===== src/hw/rtl/tbp_pkg.sv =====
// ----------------------------------------------------------------------------
// tbp_pkg
// Shared types and constants for the two-axis balance PID block.
// ----------------------------------------------------------------------------
`default_nettype none

package tbp_pkg;

  localparam int SAMPLE_WIDTH_DEF   = 16;
  localparam int INTEGRAL_WIDTH_DEF = 32;

  localparam int TIME_W     = 32;
  localparam int GAIN_W     = 16;
  localparam int ILIM_W     = 31;
  localparam int OLIM_W     = 15;
  localparam int DRIVE_W    = 16;
  localparam int CFG_IDX_W  = 3;
  localparam int CFG_DATA_W = 31;
  localparam int MUL_LEN_W  = 6;

  // dt in Q16 seconds = (delta_us * 4295) >> 16
  localparam int                     DT_SCALE_W = 14;
  localparam logic [DT_SCALE_W-1:0]  DT_SCALE   = 14'd4295;
  localparam int                     DT_SHIFT   = 16;
  localparam int                     DTQ_W      = 29;
  localparam int                     INTEG_SHIFT = 16;
  localparam int                     OUT_SHIFT  = 2;

  localparam logic [ILIM_W-1:0] ILIM_RESET = 31'h7FFF_FFFF;
  localparam logic [OLIM_W-1:0] OLIM_RESET = 15'd16384;

  typedef enum logic {
    OP_UPDATE = 1'b0,
    OP_CLEAR  = 1'b1
  } op_t;

  localparam logic [CFG_IDX_W-1:0] REG_PITCH_KP = 3'd0;
  localparam logic [CFG_IDX_W-1:0] REG_PITCH_KI = 3'd1;
  localparam logic [CFG_IDX_W-1:0] REG_PITCH_KD = 3'd2;
  localparam logic [CFG_IDX_W-1:0] REG_ROLL_KP  = 3'd3;
  localparam logic [CFG_IDX_W-1:0] REG_ROLL_KI  = 3'd4;
  localparam logic [CFG_IDX_W-1:0] REG_ROLL_KD  = 3'd5;
  localparam logic [CFG_IDX_W-1:0] REG_ILIM     = 3'd6;
  localparam logic [CFG_IDX_W-1:0] REG_OLIM     = 3'd7;

  typedef struct packed {
    logic signed [GAIN_W-1:0] kp;
    logic signed [GAIN_W-1:0] ki;
    logic signed [GAIN_W-1:0] kd;
  } gains_t;

  typedef struct packed {
    logic [ILIM_W-1:0] ilim;
    logic [OLIM_W-1:0] olim;
  } limits_t;

  typedef struct packed {
    logic                 start;
    logic                 clear;
    logic [MUL_LEN_W-1:0] len;
  } mul_ctl_t;

endpackage

`default_nettype wire


===== src/hw/rtl/tbp_if.sv =====
// ----------------------------------------------------------------------------
// tbp_if
// Valid/ready channels for update transactions and result transactions.
// ----------------------------------------------------------------------------
`default_nettype none

interface tbp_in_if #(
  parameter int SAMPLE_WIDTH = tbp_pkg::SAMPLE_WIDTH_DEF
) ();
  logic                           valid;
  logic                           ready;
  logic                           operation;
  logic                           axis;
  logic signed [SAMPLE_WIDTH-1:0] angle;
  logic signed [SAMPLE_WIDTH-1:0] target_angle;
  logic signed [SAMPLE_WIDTH-1:0] gyro_rate;
  logic [tbp_pkg::TIME_W-1:0]     timestamp_us;

  modport source (
    output valid, operation, axis, angle, target_angle, gyro_rate, timestamp_us,
    input  ready
  );
  modport sink (
    input  valid, operation, axis, angle, target_angle, gyro_rate, timestamp_us,
    output ready
  );
endinterface

interface tbp_out_if ();
  logic                               valid;
  logic                               ready;
  logic                               axis_out;
  logic signed [tbp_pkg::DRIVE_W-1:0] drive;
  logic                               computed;

  modport source (
    output valid, axis_out, drive, computed,
    input  ready
  );
  modport sink (
    input  valid, axis_out, drive, computed,
    output ready
  );
endinterface

`default_nettype wire


===== src/hw/rtl/tbp_cfg.sv =====
// ----------------------------------------------------------------------------
// tbp_cfg
// Gain and limit registers; presents the gain set of the selected axis.
// ----------------------------------------------------------------------------
`default_nettype none

module tbp_cfg (
  input  logic                              clk,
  input  logic                              rst,
  input  logic                              we,
  input  logic [tbp_pkg::CFG_IDX_W-1:0]     index,
  input  logic [tbp_pkg::CFG_DATA_W-1:0]    data,
  input  logic                              axis,
  output tbp_pkg::gains_t                   gains,
  output tbp_pkg::limits_t                  lims
);

  tbp_pkg::gains_t  pitch;
  tbp_pkg::gains_t  roll;
  tbp_pkg::limits_t limits;

  always_ff @(posedge clk) begin
    if (rst) begin
      pitch       <= '0;
      roll        <= '0;
      limits.ilim <= tbp_pkg::ILIM_RESET;
      limits.olim <= tbp_pkg::OLIM_RESET;
    end else if (we) begin
      case (index)
        tbp_pkg::REG_PITCH_KP: pitch.kp    <= data[tbp_pkg::GAIN_W-1:0];
        tbp_pkg::REG_PITCH_KI: pitch.ki    <= data[tbp_pkg::GAIN_W-1:0];
        tbp_pkg::REG_PITCH_KD: pitch.kd    <= data[tbp_pkg::GAIN_W-1:0];
        tbp_pkg::REG_ROLL_KP:  roll.kp     <= data[tbp_pkg::GAIN_W-1:0];
        tbp_pkg::REG_ROLL_KI:  roll.ki     <= data[tbp_pkg::GAIN_W-1:0];
        tbp_pkg::REG_ROLL_KD:  roll.kd     <= data[tbp_pkg::GAIN_W-1:0];
        tbp_pkg::REG_ILIM:     limits.ilim <= data[tbp_pkg::ILIM_W-1:0];
        tbp_pkg::REG_OLIM:     limits.olim <= data[tbp_pkg::OLIM_W-1:0];
        default: ;
      endcase
    end
  end

  assign gains = axis ? roll : pitch;
  assign lims  = limits;

endmodule

`default_nettype wire


===== src/hw/rtl/tbp_mul.sv =====
// ----------------------------------------------------------------------------
// tbp_mul
// Bit-serial signed multiply-accumulate: one multiplier bit per cycle.
// ----------------------------------------------------------------------------
`default_nettype none

module tbp_mul #(
  parameter int MW = 33,
  parameter int NW = 17
) (
  input  logic                     clk,
  input  logic                     rst,
  input  tbp_pkg::mul_ctl_t        ctl,
  input  logic signed [MW-1:0]     mcand,
  input  logic signed [NW-1:0]     mplier,
  output logic                     done,
  output logic signed [MW+NW-1:0]  prod
);

  localparam int PW = MW + NW;

  logic signed [PW-1:0]              mc;
  logic signed [NW-1:0]              mp;
  logic [tbp_pkg::MUL_LEN_W-1:0]     cnt;
  logic [tbp_pkg::MUL_LEN_W-1:0]     last;
  logic                              running;

  always_ff @(posedge clk) begin
    if (rst) begin
      running <= 1'b0;
      done    <= 1'b0;
    end else begin
      done <= 1'b0;
      if (ctl.start) begin
        running <= 1'b1;
      end else if (running && cnt == last) begin
        running <= 1'b0;
        done    <= 1'b1;
      end
    end
  end

  // The top multiplier bit carries negative weight.
  always_ff @(posedge clk) begin
    if (ctl.start) begin
      mc   <= PW'(mcand);
      mp   <= mplier;
      cnt  <= '0;
      last <= ctl.len - tbp_pkg::MUL_LEN_W'(1);
      if (ctl.clear) begin
        prod <= '0;
      end
    end else if (running) begin
      if (mp[0]) begin
        prod <= (cnt == last) ? prod - mc : prod + mc;
      end
      mc  <= mc <<< 1;
      mp  <= mp >>> 1;
      cnt <= cnt + tbp_pkg::MUL_LEN_W'(1);
    end
  end

endmodule

`default_nettype wire


===== src/hw/rtl/two_axis_balance_pid_top.sv =====
// ----------------------------------------------------------------------------
// two_axis_balance_pid_top
// Pitch and roll PID loops with a clamped integrator, sharing one datapath.
// ----------------------------------------------------------------------------
// Usage:
//   sample_ch carries update and clear transactions; result_ch returns one
//   result transaction per accepted item. Gains and limits are written on
//   cfg_we/cfg_index/cfg_data while the block is idle.
//   An update runs five products through one bit-serial multiplier that
//   retires one multiplier bit per cycle: delta time * 4295, error * dt,
//   then kp, ki and kd terms accumulated in place. A clear, a first sample
//   or an equal timestamp runs no products. One item is in flight at a
//   time; the next item is accepted as soon as the previous one has moved
//   into the output register. Reset (rst, synchronous) zeroes the gains,
//   sets the integrator limit to its full-scale value and the output limit
//   to 16384, and marks both axes as not started.
//   When the receiver stalls, the result holds in the output register and the
//   block may take and work one more item; that item then waits in its last
//   state until the output register frees up.
// ----------------------------------------------------------------------------
`default_nettype none

module two_axis_balance_pid_top #(
  parameter int SAMPLE_WIDTH   = tbp_pkg::SAMPLE_WIDTH_DEF,
  parameter int INTEGRAL_WIDTH = tbp_pkg::INTEGRAL_WIDTH_DEF
) (
  input  logic                             clk,
  input  logic                             rst,
  input  logic                             cfg_we,
  input  logic [tbp_pkg::CFG_IDX_W-1:0]    cfg_index,
  input  logic [tbp_pkg::CFG_DATA_W-1:0]   cfg_data,
  tbp_in_if.sink                           sample_ch,
  tbp_out_if.source                        result_ch
);

  // Error and negated gyro need one bit more than a sample.
  localparam int ERR_W = SAMPLE_WIDTH + 1;
  // Multiplicand must hold the zero-extended time delta and the integrator.
  localparam int MW = (INTEGRAL_WIDTH > tbp_pkg::TIME_W + 1) ?
                      INTEGRAL_WIDTH : tbp_pkg::TIME_W + 1;
  localparam int NW = (ERR_W > tbp_pkg::GAIN_W) ? ERR_W : tbp_pkg::GAIN_W;
  localparam int PW = MW + NW;
  localparam logic signed [PW-1:0] IMAX =
    {{(PW - INTEGRAL_WIDTH + 1){1'b0}}, {(INTEGRAL_WIDTH - 1){1'b1}}};

  typedef enum logic [3:0] {
    S_IDLE,
    S_CHECK,
    S_DT,
    S_IPROD,
    S_ICL1,
    S_ICL2,
    S_KP,
    S_KI,
    S_KD,
    S_OUT,
    S_DONE
  } state_t;

  state_t state;

  // Captured transaction
  logic                                op_r;
  logic                                ax_r;
  logic signed [SAMPLE_WIDTH-1:0]      angle_r;
  logic signed [SAMPLE_WIDTH-1:0]      target_r;
  logic signed [SAMPLE_WIDTH-1:0]      gyro_r;
  logic [tbp_pkg::TIME_W-1:0]          now_r;

  // Working registers and per-axis state
  logic signed [ERR_W-1:0]             err_r;
  logic signed [PW-1:0]                isum;
  logic signed [INTEGRAL_WIDTH-1:0]    integ   [2];
  logic [tbp_pkg::TIME_W-1:0]          prev    [2];
  logic                                started [2];

  // Pending result and output register
  logic                                res_axis;
  logic signed [tbp_pkg::DRIVE_W-1:0]  res_drive;
  logic                                res_computed;
  logic                                out_valid;
  logic                                out_axis;
  logic signed [tbp_pkg::DRIVE_W-1:0]  out_drive;
  logic                                out_computed;

  // Datapath
  tbp_pkg::gains_t                     gains;
  tbp_pkg::limits_t                    lims;
  tbp_pkg::mul_ctl_t                   mctl;
  logic signed [MW-1:0]                mul_a;
  logic signed [NW-1:0]                mul_b;
  logic                                mul_done;
  logic signed [PW-1:0]                mul_prod;

  logic [tbp_pkg::TIME_W-1:0]          diff;
  logic [tbp_pkg::DTQ_W-1:0]           dtq;
  logic signed [ERR_W-1:0]             neg_gyro;
  logic signed [PW-1:0]                integ_add;
  logic signed [PW-1:0]                ilim_ext;
  logic signed [PW-1:0]                olim_ext;
  logic signed [PW-1:0]                icl1;
  logic signed [PW-1:0]                icl2;
  logic signed [PW-1:0]                drive_sat;
  logic                                is_clear;

  function automatic logic signed [PW-1:0] clamp_sym(
    input logic signed [PW-1:0] x,
    input logic signed [PW-1:0] lim
  );
    if (x > lim) begin
      return lim;
    end else if (x < -lim) begin
      return -lim;
    end
    return x;
  endfunction

  tbp_cfg u_cfg (
    .clk   (clk),
    .rst   (rst),
    .we    (cfg_we),
    .index (cfg_index),
    .data  (cfg_data),
    .axis  (ax_r),
    .gains (gains),
    .lims  (lims)
  );

  tbp_mul #(
    .MW (MW),
    .NW (NW)
  ) u_mul (
    .clk    (clk),
    .rst    (rst),
    .ctl    (mctl),
    .mcand  (mul_a),
    .mplier (mul_b),
    .done   (mul_done),
    .prod   (mul_prod)
  );

  assign is_clear  = (op_r == tbp_pkg::OP_CLEAR);
  assign diff      = now_r - prev[ax_r];
  assign dtq       = mul_prod[tbp_pkg::DT_SHIFT + tbp_pkg::DTQ_W - 1:tbp_pkg::DT_SHIFT];
  assign neg_gyro  = -(ERR_W'(gyro_r));
  // Arithmetic shifts floor toward minus infinity.
  assign integ_add = PW'(integ[ax_r]) + (mul_prod >>> tbp_pkg::INTEG_SHIFT);
  assign ilim_ext  = $signed(PW'(lims.ilim));
  assign olim_ext  = $signed(PW'(lims.olim));
  assign icl1      = clamp_sym(isum, ilim_ext);
  assign icl2      = clamp_sym(isum, IMAX);
  assign drive_sat = clamp_sym(mul_prod >>> tbp_pkg::OUT_SHIFT, olim_ext);

  // Multiplier issue: the err*dt, ki and kd products start in the cycle the previous one ends; kp starts in S_ICL2.
  always_comb begin
    mctl  = '0;
    mul_a = '0;
    mul_b = '0;
    case (state)
      S_CHECK: begin
        if (!is_clear && started[ax_r] && diff != '0) begin
          mctl.start = 1'b1;
          mctl.clear = 1'b1;
          mctl.len   = tbp_pkg::MUL_LEN_W'(tbp_pkg::DT_SCALE_W);
          mul_a      = MW'(diff);
          mul_b      = NW'(tbp_pkg::DT_SCALE);
        end
      end
      S_DT: begin
        if (mul_done) begin
          mctl.start = 1'b1;
          mctl.clear = 1'b1;
          mctl.len   = tbp_pkg::MUL_LEN_W'(ERR_W);
          mul_a      = MW'(dtq);
          mul_b      = NW'(err_r);
        end
      end
      S_ICL2: begin
        mctl.start = 1'b1;
        mctl.clear = 1'b1;
        mctl.len   = tbp_pkg::MUL_LEN_W'(tbp_pkg::GAIN_W);
        mul_a      = MW'(err_r);
        mul_b      = NW'(gains.kp);
      end
      S_KP: begin
        // Accumulate on top of the kp term.
        if (mul_done) begin
          mctl.start = 1'b1;
          mctl.len   = tbp_pkg::MUL_LEN_W'(tbp_pkg::GAIN_W);
          mul_a      = MW'(integ[ax_r]);
          mul_b      = NW'(gains.ki);
        end
      end
      S_KI: begin
        if (mul_done) begin
          mctl.start = 1'b1;
          mctl.len   = tbp_pkg::MUL_LEN_W'(tbp_pkg::GAIN_W);
          mul_a      = MW'(neg_gyro);
          mul_b      = NW'(gains.kd);
        end
      end
      default: ;
    endcase
  end

  always_ff @(posedge clk) begin
    if (rst) begin
      state      <= S_IDLE;
      out_valid  <= 1'b0;
      started[0] <= 1'b0;
      started[1] <= 1'b0;
      integ[0]   <= '0;
      integ[1]   <= '0;
      prev[0]    <= '0;
      prev[1]    <= '0;
    end else begin
      // Drop the result once the receiver takes it.
      if (result_ch.ready && state != S_DONE) begin
        out_valid <= 1'b0;
      end

      case (state)
        S_IDLE: begin
          if (sample_ch.valid) begin
            op_r     <= sample_ch.operation;
            ax_r     <= sample_ch.axis;
            angle_r  <= sample_ch.angle;
            target_r <= sample_ch.target_angle;
            gyro_r   <= sample_ch.gyro_rate;
            now_r    <= sample_ch.timestamp_us;
            state    <= S_CHECK;
          end
        end
        S_CHECK: begin
          res_drive    <= '0;
          res_computed <= 1'b0;
          res_axis     <= is_clear ? 1'b0 : ax_r;
          err_r        <= ERR_W'(target_r) - ERR_W'(angle_r);
          if (is_clear) begin
            started[0] <= 1'b0;
            started[1] <= 1'b0;
            integ[0]   <= '0;
            integ[1]   <= '0;
            prev[0]    <= '0;
            prev[1]    <= '0;
            state      <= S_DONE;
          end else if (!started[ax_r]) begin
            // First sample only records the time.
            started[ax_r] <= 1'b1;
            prev[ax_r]    <= now_r;
            state         <= S_DONE;
          end else if (diff == '0) begin
            state <= S_DONE;
          end else begin
            state <= S_DT;
          end
        end
        S_DT: begin
          if (mul_done) begin
            state <= S_IPROD;
          end
        end
        S_IPROD: begin
          if (mul_done) begin
            isum  <= integ_add;
            state <= S_ICL1;
          end
        end
        S_ICL1: begin
          isum  <= icl1;
          state <= S_ICL2;
        end
        S_ICL2: begin
          integ[ax_r] <= icl2[INTEGRAL_WIDTH-1:0];
          prev[ax_r]  <= now_r;
          state       <= S_KP;
        end
        S_KP: begin
          if (mul_done) begin
            state <= S_KI;
          end
        end
        S_KI: begin
          if (mul_done) begin
            state <= S_KD;
          end
        end
        S_KD: begin
          if (mul_done) begin
            state <= S_OUT;
          end
        end
        S_OUT: begin
          res_axis     <= ax_r;
          res_drive    <= drive_sat[tbp_pkg::DRIVE_W-1:0];
          res_computed <= 1'b1;
          state        <= S_DONE;
        end
        S_DONE: begin
          // Hold until the output register is free.
          if (!out_valid || result_ch.ready) begin
            out_valid    <= 1'b1;
            out_axis     <= res_axis;
            out_drive    <= res_drive;
            out_computed <= res_computed;
            state        <= S_IDLE;
          end
        end
        default: begin
          state <= S_IDLE;
        end
      endcase
    end
  end

  assign sample_ch.ready    = (state == S_IDLE);
  assign result_ch.valid    = out_valid;
  assign result_ch.axis_out = out_axis;
  assign result_ch.drive    = out_drive;
  assign result_ch.computed = out_computed;

`ifndef SYNTH
  // A product may only finish while the sequencer waits on it.
  assert property (@(posedge clk) disable iff (rst)
    mul_done |-> (state == S_DT || state == S_IPROD || state == S_KP ||
                  state == S_KI || state == S_KD))
    else $error("multiplier finished outside a wait state");

  // A result that was not evaluated carries zero drive.
  assert property (@(posedge clk) disable iff (rst)
    result_ch.valid && !result_ch.computed |-> result_ch.drive == '0)
    else $error("non-computed result with nonzero drive");

  // An evaluated drive stays inside the output limit.
  assert property (@(posedge clk) disable iff (rst)
    result_ch.valid && result_ch.computed |->
      (result_ch.drive <= $signed({1'b0, lims.olim})) &&
      (result_ch.drive >= -$signed({1'b0, lims.olim})))
    else $error("drive outside output limit");
`endif

endmodule

`default_nettype wire

===== src/flat_wrapper.sv =====
// flat-port wrapper written by rule: the top's interface ports become plain ports
module two_axis_balance_pid_top_flat 
#(
  parameter int SAMPLE_WIDTH   = tbp_pkg::SAMPLE_WIDTH_DEF,
  parameter int INTEGRAL_WIDTH = tbp_pkg::INTEGRAL_WIDTH_DEF
)
  (clk, rst, cfg_we, cfg_index, cfg_data, sample_ch_valid, sample_ch_operation, sample_ch_axis, sample_ch_angle, sample_ch_target_angle, sample_ch_gyro_rate, sample_ch_timestamp_us, sample_ch_ready, result_ch_valid, result_ch_axis_out, result_ch_drive, result_ch_computed, result_ch_ready);
  tbp_in_if #(.SAMPLE_WIDTH(SAMPLE_WIDTH)) sample_ch_i ();
  tbp_out_if result_ch_i ();
  input  logic clk;
  input  logic rst;
  input  logic cfg_we;
  input  logic [tbp_pkg::CFG_IDX_W-1:0] cfg_index;
  input  logic [tbp_pkg::CFG_DATA_W-1:0] cfg_data;
  input wire logic [$bits(sample_ch_i.valid)-1:0] sample_ch_valid;
  input wire logic [$bits(sample_ch_i.operation)-1:0] sample_ch_operation;
  input wire logic [$bits(sample_ch_i.axis)-1:0] sample_ch_axis;
  input wire logic [$bits(sample_ch_i.angle)-1:0] sample_ch_angle;
  input wire logic [$bits(sample_ch_i.target_angle)-1:0] sample_ch_target_angle;
  input wire logic [$bits(sample_ch_i.gyro_rate)-1:0] sample_ch_gyro_rate;
  input wire logic [$bits(sample_ch_i.timestamp_us)-1:0] sample_ch_timestamp_us;
  output wire logic [$bits(sample_ch_i.ready)-1:0] sample_ch_ready;
  output wire logic [$bits(result_ch_i.valid)-1:0] result_ch_valid;
  output wire logic [$bits(result_ch_i.axis_out)-1:0] result_ch_axis_out;
  output wire logic [$bits(result_ch_i.drive)-1:0] result_ch_drive;
  output wire logic [$bits(result_ch_i.computed)-1:0] result_ch_computed;
  input wire logic [$bits(result_ch_i.ready)-1:0] result_ch_ready;
  assign sample_ch_i.valid = sample_ch_valid;
  assign sample_ch_i.operation = sample_ch_operation;
  assign sample_ch_i.axis = sample_ch_axis;
  assign sample_ch_i.angle = sample_ch_angle;
  assign sample_ch_i.target_angle = sample_ch_target_angle;
  assign sample_ch_i.gyro_rate = sample_ch_gyro_rate;
  assign sample_ch_i.timestamp_us = sample_ch_timestamp_us;
  assign sample_ch_ready = sample_ch_i.ready;
  assign result_ch_valid = result_ch_i.valid;
  assign result_ch_axis_out = result_ch_i.axis_out;
  assign result_ch_drive = result_ch_i.drive;
  assign result_ch_computed = result_ch_i.computed;
  assign result_ch_i.ready = result_ch_ready;
  two_axis_balance_pid_top #(.SAMPLE_WIDTH(SAMPLE_WIDTH), .INTEGRAL_WIDTH(INTEGRAL_WIDTH)) u_core (.clk(clk), .rst(rst), .cfg_we(cfg_we), .cfg_index(cfg_index), .cfg_data(cfg_data), .sample_ch(sample_ch_i), .result_ch(result_ch_i));
endmodule

===== config.mk =====
export PLATFORM = sky130hd
export DESIGN_NAME = two_axis_balance_pid_top_flat
export DESIGN_NICKNAME = d
export VERILOG_FILES = /design/src/hw/rtl/tbp_pkg.sv /design/src/hw/rtl/tbp_if.sv /design/src/hw/rtl/tbp_cfg.sv /design/src/hw/rtl/tbp_mul.sv /design/src/hw/rtl/two_axis_balance_pid_top.sv /design/src/flat_wrapper.sv
export SDC_FILE = /design/constraint.sdc
export NUM_CORES = 2
export LEC_CHECK = 0
export BUFFER_PORTS_ARGS = -buffer_cell sky130_fd_sc_hd__clkbuf_2
export CAP_MARGIN = 10
export CORE_UTILIZATION = 35
export DETAILED_ROUTE_END_ITERATION = 8
export MAX_ROUTING_LAYER = met4
export PLACE_DENSITY = 0.51
export SETUP_SLACK_MARGIN = 0.1
export SYNTH_ARGS = -nofsm -noshare
export SYNTH_HDL_FRONTEND = slang
export SYNTH_SLANG_ARGS = --single-unit

===== constraint.sdc =====
create_clock -name clk -period 8.54 [get_ports clk]
set_clock_uncertainty 0.2 [all_clocks]
set_input_delay 1.281 -clock clk [delete_from_list [all_inputs] [get_ports clk]]
set_output_delay 1.281 -clock clk [all_outputs]
set_load 0.1 [all_outputs]

# After elaboration in Yosys (flattened, before gate mapping)
# Memory sizes are Yosys's and may differ from the RTL's. A register that Yosys moved wholly into a read port is not among the register bits.
# Index checks and enable logic that the tools add are counted.
# word_totals
out_inout_bits	20
mem_bits_ro	0
n_memories	3
input_bits	121
wordCells	221
ramBits	130
reg_bits	463
latchBits	0
# memory_table
memory	words	width	read_ports	rd_clocked_by_memory_dff	wr	line	rtl
u_core.integ	2	32	1	1	2	two_axis_balance_pid_top.sv:73	logic signed [INTEGRAL_WIDTH-1:0] integ [2];
u_core.prev	2	32	1	1	2	two_axis_balance_pid_top.sv:74	logic [tbp_pkg::TIME_W-1:0] prev [2];
u_core.started	2	1	1	1	2	two_axis_balance_pid_top.sv:75	logic started [2];
# classes
muxes	98
eq_ne	28
n_div	0
n_addsub	10
order_cmp	6
bitwise	8
n_mul	0
n_reduce_logical	36
n_shift	0
# op_table
cell	count
50-bit 2-to-1 mux	11
32-bit 2-to-1 mux	11
33-bit one-hot mux with 5 select lines	1
50-bit one-hot mux with 2 select lines	1
17-bit one-hot mux with 5 select lines	1
17-bit 2-to-1 mux	4
33-bit 2-to-1 mux	2
16-bit 2-to-1 mux	4
32-bit OR reduction	2
50-bit adder	1
50-bit by 32-bit greater-than comparator with 1-bit output	1
50-bit by 32-bit greater-than comparator with 1-bit output (second input constant)	1
48-bit by 50-bit < comparator with 1-bit output	1
50-bit by 32-bit < comparator with 1-bit output (second input constant)	1
50-bit < comparator	1
15-bit negation with 50-bit output	1
31-bit negation with 50-bit output	1
50-bit subtractor	1
48-bit by 16-bit greater-than comparator with 1-bit output	1
48-bit 2-to-1 mux	1
4-bit one-hot mux with 11 select lines	1
1-bit 2-to-1 mux	40
4-bit 2-to-1 mux	10
32-bit by 34-bit adder with 35-bit output	1
other kinds (41)	86

# Longest topological paths before layout
# logic_depth
word_depth	8
mapped_depth	23
mapped_depth_nobuf	23

# Hierarchy
# A second synthesis with hierarchy kept.
# hier_totals
cells_unflattened	3875
hier_area_um2	38664.6
# modules_own_cells
module	area_per_inst_um2	seq_area_each_um2	cells_per_inst	n_inst
two_axis_balance_pid_top	23333.6	9559.2	2357	1
tbp_mul	9165.0	3853.7	940	1
tbp_cfg	6165.9	2842.7	578	1

# Worst setup path before layout
# Ideal clock, no wire load.
# synth_timing
kind	input-to-reg
start	input rst
end	register with a tool-made name
required_ns	8.252
setup_slack_ns	-0.171
t_arrival_ns	8.422
setup_time_ns	0.088
stages	3
n_path_buf	1
cell_sequence	clkbuf_1 nor3b_1 mux2_2
# synth_rtl
item	line	rtl
from (decl)	flat_wrapper.sv:11	input logic rst;

# Worst setup path in the final report
# layout_timing
start	register u_core.u_cfg.limits, in the netlist u_core.u_cfg.lims[15]
end	register u_core.isum[4] (enable)
# layout_between
elab_chain_len	6
word_cells_on_any_way	7
classes_between	add/sub (1); order compare (2); eq/ne (1); mux (2); reduce/logical (1)
# layout_rtl
item	line	rtl
from (decl)	tbp_cfg.sv:20	tbp_pkg::limits_t limits;
31-bit negation with 50-bit output	two_axis_balance_pid_top.sv:112	end else if (x < -lim) begin
50-bit < comparator	two_axis_balance_pid_top.sv:112	
1-bit 2-to-1 mux	two_axis_balance_pid_top.sv:112	
1-bit 2-to-1 mux (*)	two_axis_balance_pid_top.sv:110	if (x > lim) begin
2-bit by 1-bit inequality test with 1-bit output (no line) (*)	-	
4-bit AND reduction (no line) (*)	-	
to (signal assigned)	two_axis_balance_pid_top.sv:265	isum <= integ_add;
to (signal assigned)	two_axis_balance_pid_top.sv:270	isum <= icl1;
to (decl)	two_axis_balance_pid_top.sv:72	logic signed [PW-1:0] isum;
# Mark *: on every way between the ends. The rest lies on a longest branch, timed or not.
# A chain may end at the register's enable or synchronous reset.

==> flow_metrics.env <==
export IMPL_rows=119
export IMPL_overflow=0
export IMPL_cp_required_ns=8.61
export IMPL_hold_violations=0
export IMPL_register_area_um2=16200
export IMPL_synth_top_family_by_area="simple AND/OR/NAND/NOR gates"
export IMPL_cts_setup_buffers=0
export IMPL_worst_slew_pin_slew_ns=1.27
export IMPL_yosysTopAreaCellShare=0.351
export IMPL_cts_max_level=3
export IMPL_status="finished with violations"
export IMPL_fill_cells=10509
export IMPL_fin_area_um2=41700
export IMPL_maxCapViolCount=0
export IMPL_startpoint_type="flip-flop"
export IMPL_grt_start_max_net_pins=132
export IMPL_hold_path_end="u_core.result_ch.axis_out"
export IMPL_synth_top_area_cell="edfxtp_1"
export IMPL_yosys_warnings=0
export IMPL_drt_pre_antenna_iters=9
export IMPL_reg2regPathDepth=22
export IMPL_dp_hpwl_um=86200
export IMPL_violations="design-rule violations"
export IMPL_hold_path_class="reg2reg"
export IMPL_vias_per_cell=5.44
export IMPL_yosysSeqAreaShare=0.436
export IMPL_power_leakage_uw=0.0166
export IMPL_reg2reg_from="u_core.u_cfg.lims[15]"
export IMPL_placed_area_um2=39300
export IMPL_yosys_area_share_xor_xnor=0.0578
export IMPL_die_area_um2=108000
export IMPL_grt_first_pass_wirelength_um=175000
export IMPL_hold_ws_ns=0.208
export IMPL_track_usage=0.219
export IMPL_slew_violations=0
export IMPL_path_delay_family="simple AND/OR/NAND/NOR gates"
export IMPL_slowest_stage="buf_4"
export IMPL_synth_cell_type_count=92
export IMPL_routabilityCongestion=0.913
export IMPL_synth_edf_count=435
export IMPL_synth_fp_nets=4266
export IMPL_cts_tree="done"
export IMPL_path_buf_inv=1
export IMPL_fin_nets=4334
export IMPL_cpPeakStageDelay_ns=0.57
export IMPL_layout_min_cycle_time_ns=6.56
export IMPL_synthSimpleGateAreaFrac=0.178
export IMPL_r2r_end="u_core.isum[4]"
export IMPL_drt_initial_drc_count=2274
export IMPL_path_common_cell="o21ai_0"
export IMPL_portBuffers=140
export IMPL_clkSinkCount=593
export IMPL_cts_made_buffers=71
export IMPL_wl_per_cell_um=21.5
export IMPL_synthMuxAreaShare=0.0366
export IMPL_synth_compound_area_frac=0.158
export IMPL_grt_pass1_vias=28382
export IMPL_crit_fanout=50
export IMPL_synth_ff_type="edfxtp_1"
export IMPL_ios=141
export IMPL_die_x_um=328
export IMPL_yosys_top_cells_area="edfxtp_1 (35%), ha_1 (9.6%), dfxtp_1 (8.5%)"
export IMPL_cts_root_buffer="clkbuf_16"
export IMPL_area_growth_pct=12.1
export IMPL_max_freq_ghz=0.152
export IMPL_setup_viol=0
export IMPL_clkTransAtPathRegs_ns=0.06
export IMPL_synthAdderAreaFrac=0.0986
export IMPL_ff2ff_setup_slack_ns=1.98
export IMPL_antenna_found_initial=4
export IMPL_cp_end_kind="flip-flop"
export IMPL_design_core_area_um2=105000
export IMPL_whs_path_depth=0
export IMPL_crit_type="reg2reg"
export IMPL_vdd_ir_drop_worst_v=0.000173
export IMPL_rsz0062_at_grt="no"
export IMPL_postSynthAreaPerCell_um2=9.66
export IMPL_wl_um=115000
export IMPL_cts_max_path_buffers=3
export IMPL_cts_resized=0
export IMPL_num_vias=29240
export IMPL_critical_path_cell_chain="or3_1 > or4_1 > or3_1 > nand3b_1 > nand3b_1 > nor3_2 > nand4_1 > nor2_1 > xnor2_1 > ha_1 > a21oi_1 > nor2b_1 > o21ai_0 > a21oi_1 > nor3_1 > o21ai_0 > o31a_1 > o21ai_0 > nand4b_1 > a31o_2 > a21oi_4 > buf_4"
export IMPL_min_from="u_core.res_axis"
export IMPL_postRouteAntennaNets=0
export IMPL_route_detailed_drc=6
export IMPL_drive_gt1_frac=0.0998
export IMPL_power_density_nw_per_um2=348
export IMPL_timing_setup_tns_ns=0
export IMPL_start_util=0.353
export IMPL_postSynthCellCount=3854
export IMPL_arrival_ns=6.63
export IMPL_clock_latency_ns=0.65
export IMPL_synth_ff_latch_count=593
export IMPL_relSlewSlack=0.152
export IMPL_netlist_area_um2=37200
export IMPL_fin_crit_sh=0.768
export IMPL_ctsHoldBuffers=0
export IMPL_die_y_um=328
export IMPL_synth_async_sr_flop_share=0
export IMPL_multi_input_area_um2=19800
==> placed cells by master (no fill, tap or decap), drive strengths merged, types with 73 or more instances in the layout <==
cell type	n
inv	139
dfxtp	158
ha	287
and2	79
edfxtp	435
xnor2	167
nand2	480
a21o	101
xor2	79
nor3	92
mux2i	73
a21oi	312
nor2	322
clkbuf	241
o21ai	173
==> worst reg2reg max path, stage by stage (launching register included) <==
cell and delay, ns:
dfxtp_1 0.33, or3_1 0.45, or4_1 0.47, or3_1 0.39, nand3b_1 0.26, nand3b_1 0.29, nor3_2 0.26, nand4_1 0.52
nor2_1 0.36, xnor2_1 0.16, ha_1 0.26, a21oi_1 0.15, nor2b_1 0.06, o21ai_0 0.17, a21oi_1 0.09, nor3_1 0.12
o21ai_0 0.10, o31a_1 0.24, o21ai_0 0.17, nand4b_1 0.14, a31o_2 0.27, a21oi_4 0.13, buf_4 0.57
==> cells by family (layout without fill, tap and decap cells) <==
kind of cell | after synthesis | count (layout)
DFF | 593 | 593
buffers and inverters | 321 | 446
and+or+nand+nor | 1373 | 1373
muxes | 122 | 122
AOI/OAI and AO/OA | 908 | 908
adders and majority gates | 291 | 291
xor gates and xnor gates | 246 | 246
other | 0 | 3
==> state kept, by name, indices dropped and copies added (netlist names), 2 cells and up, named ones only <==
name	cells
u_core.u_mul.cnt	6
u_core.now_r	32
u_core.u_mul.mp	17
u_core.u_cfg.lims	46
u_core.res_drive	16
u_core.state	4
u_core.gyro_r	16
u_core.started	2
u_core.u_cfg.roll	48
u_core.integ	64
u_core.angle_r	16
u_core.u_mul.mc	50
u_core.u_cfg.pitch	48
u_core.target_r	16
u_core.u_mul.prod	50
u_core.err_r	17
u_core.prev	64
u_core.result_ch.drive	16
u_core.u_mul.last	5
u_core.isum	50
==> power by group <==
part | total, uW | internal [uW] | switching, uW | leakage, uW
Combinational | 6390 | 2560 | 3830 | 0.00998
Clock | 3170 | 1870 | 1300 | 0.00117
Sequential | 4940 | 4160 | 782 | 0.00548
Total | 14500 | 8590 | 5910 | 0.0166
==> layer usage <==
layer  global-route usage  up-vias  part of all wire
met5                    -        -                 0
met4               0.0626        0             0.024
met3               0.0416      147             0.060
met2                0.351      712              0.47
met1                0.280    14088              0.45
li1                     -    14293                 -
==> synthesized netlist by cell type (83+ instances only) <==
cell type / number
a21o_1: 101
o21ai_0: 165
ha_1: 287
nor3_1: 83
nor2_1: 321
clkbuf_1: 133
xnor2_1: 167
a21oi_1: 310
edfxtp_1: 435
nand2_1: 480
dfxtp_1: 158
inv_1: 135
==> per-stage QoR <==
step                       util  setup WS [ns]  cells  power [uW]
after floorplan               -          0.781   3854        9510
after global placement    0.373           2.02   5239       11300
after detailed placement  0.373           2.02   5239       11400
after CTS                 0.396           2.00   5369       14600
after global routing      0.396           1.29   5373       15500
final                     0.396           1.98   5373       14500
==> worst max-delay path by stage <==
| stage | startpoint | endpoint | slack [ns] | depth (start not counted) |
|---|---|---|---|---|
| 4_1_cts | u_core.u_cfg.lims[15] | u_core.isum[4] | 2.00 | 22 |
| 3_3_place_gp | u_core.u_cfg.lims[15] | u_core.isum[0] | 2.02 | 22 |
| 2_1_floorplan | flip-flop | u_core.u_mul.prod[0] | 0.78 | 19 |
| 3_5_place_dp | u_core.u_cfg.lims[15] | u_core.isum[0] | 2.02 | 22 |
| 5_1_grt | u_core.u_cfg.lims[1] | u_core.res_drive[8] | 1.29 | 19 |
| 6_report | u_core.u_cfg.lims[15] | u_core.isum[4] | 1.98 | 22 |
==> cell type report <==
class                      instances  area share
sequential                       593       0.389
inverter                         136      0.0124
antenna                            3    0.000180
multi-input combinational       2940       0.475
tap                             1391      0.0417
clock buffer                     102      0.0483
timing repair buffer             180      0.0245
clock inverter                    28     0.00944
Note: power is estimated with default switching activity, not from simulation.
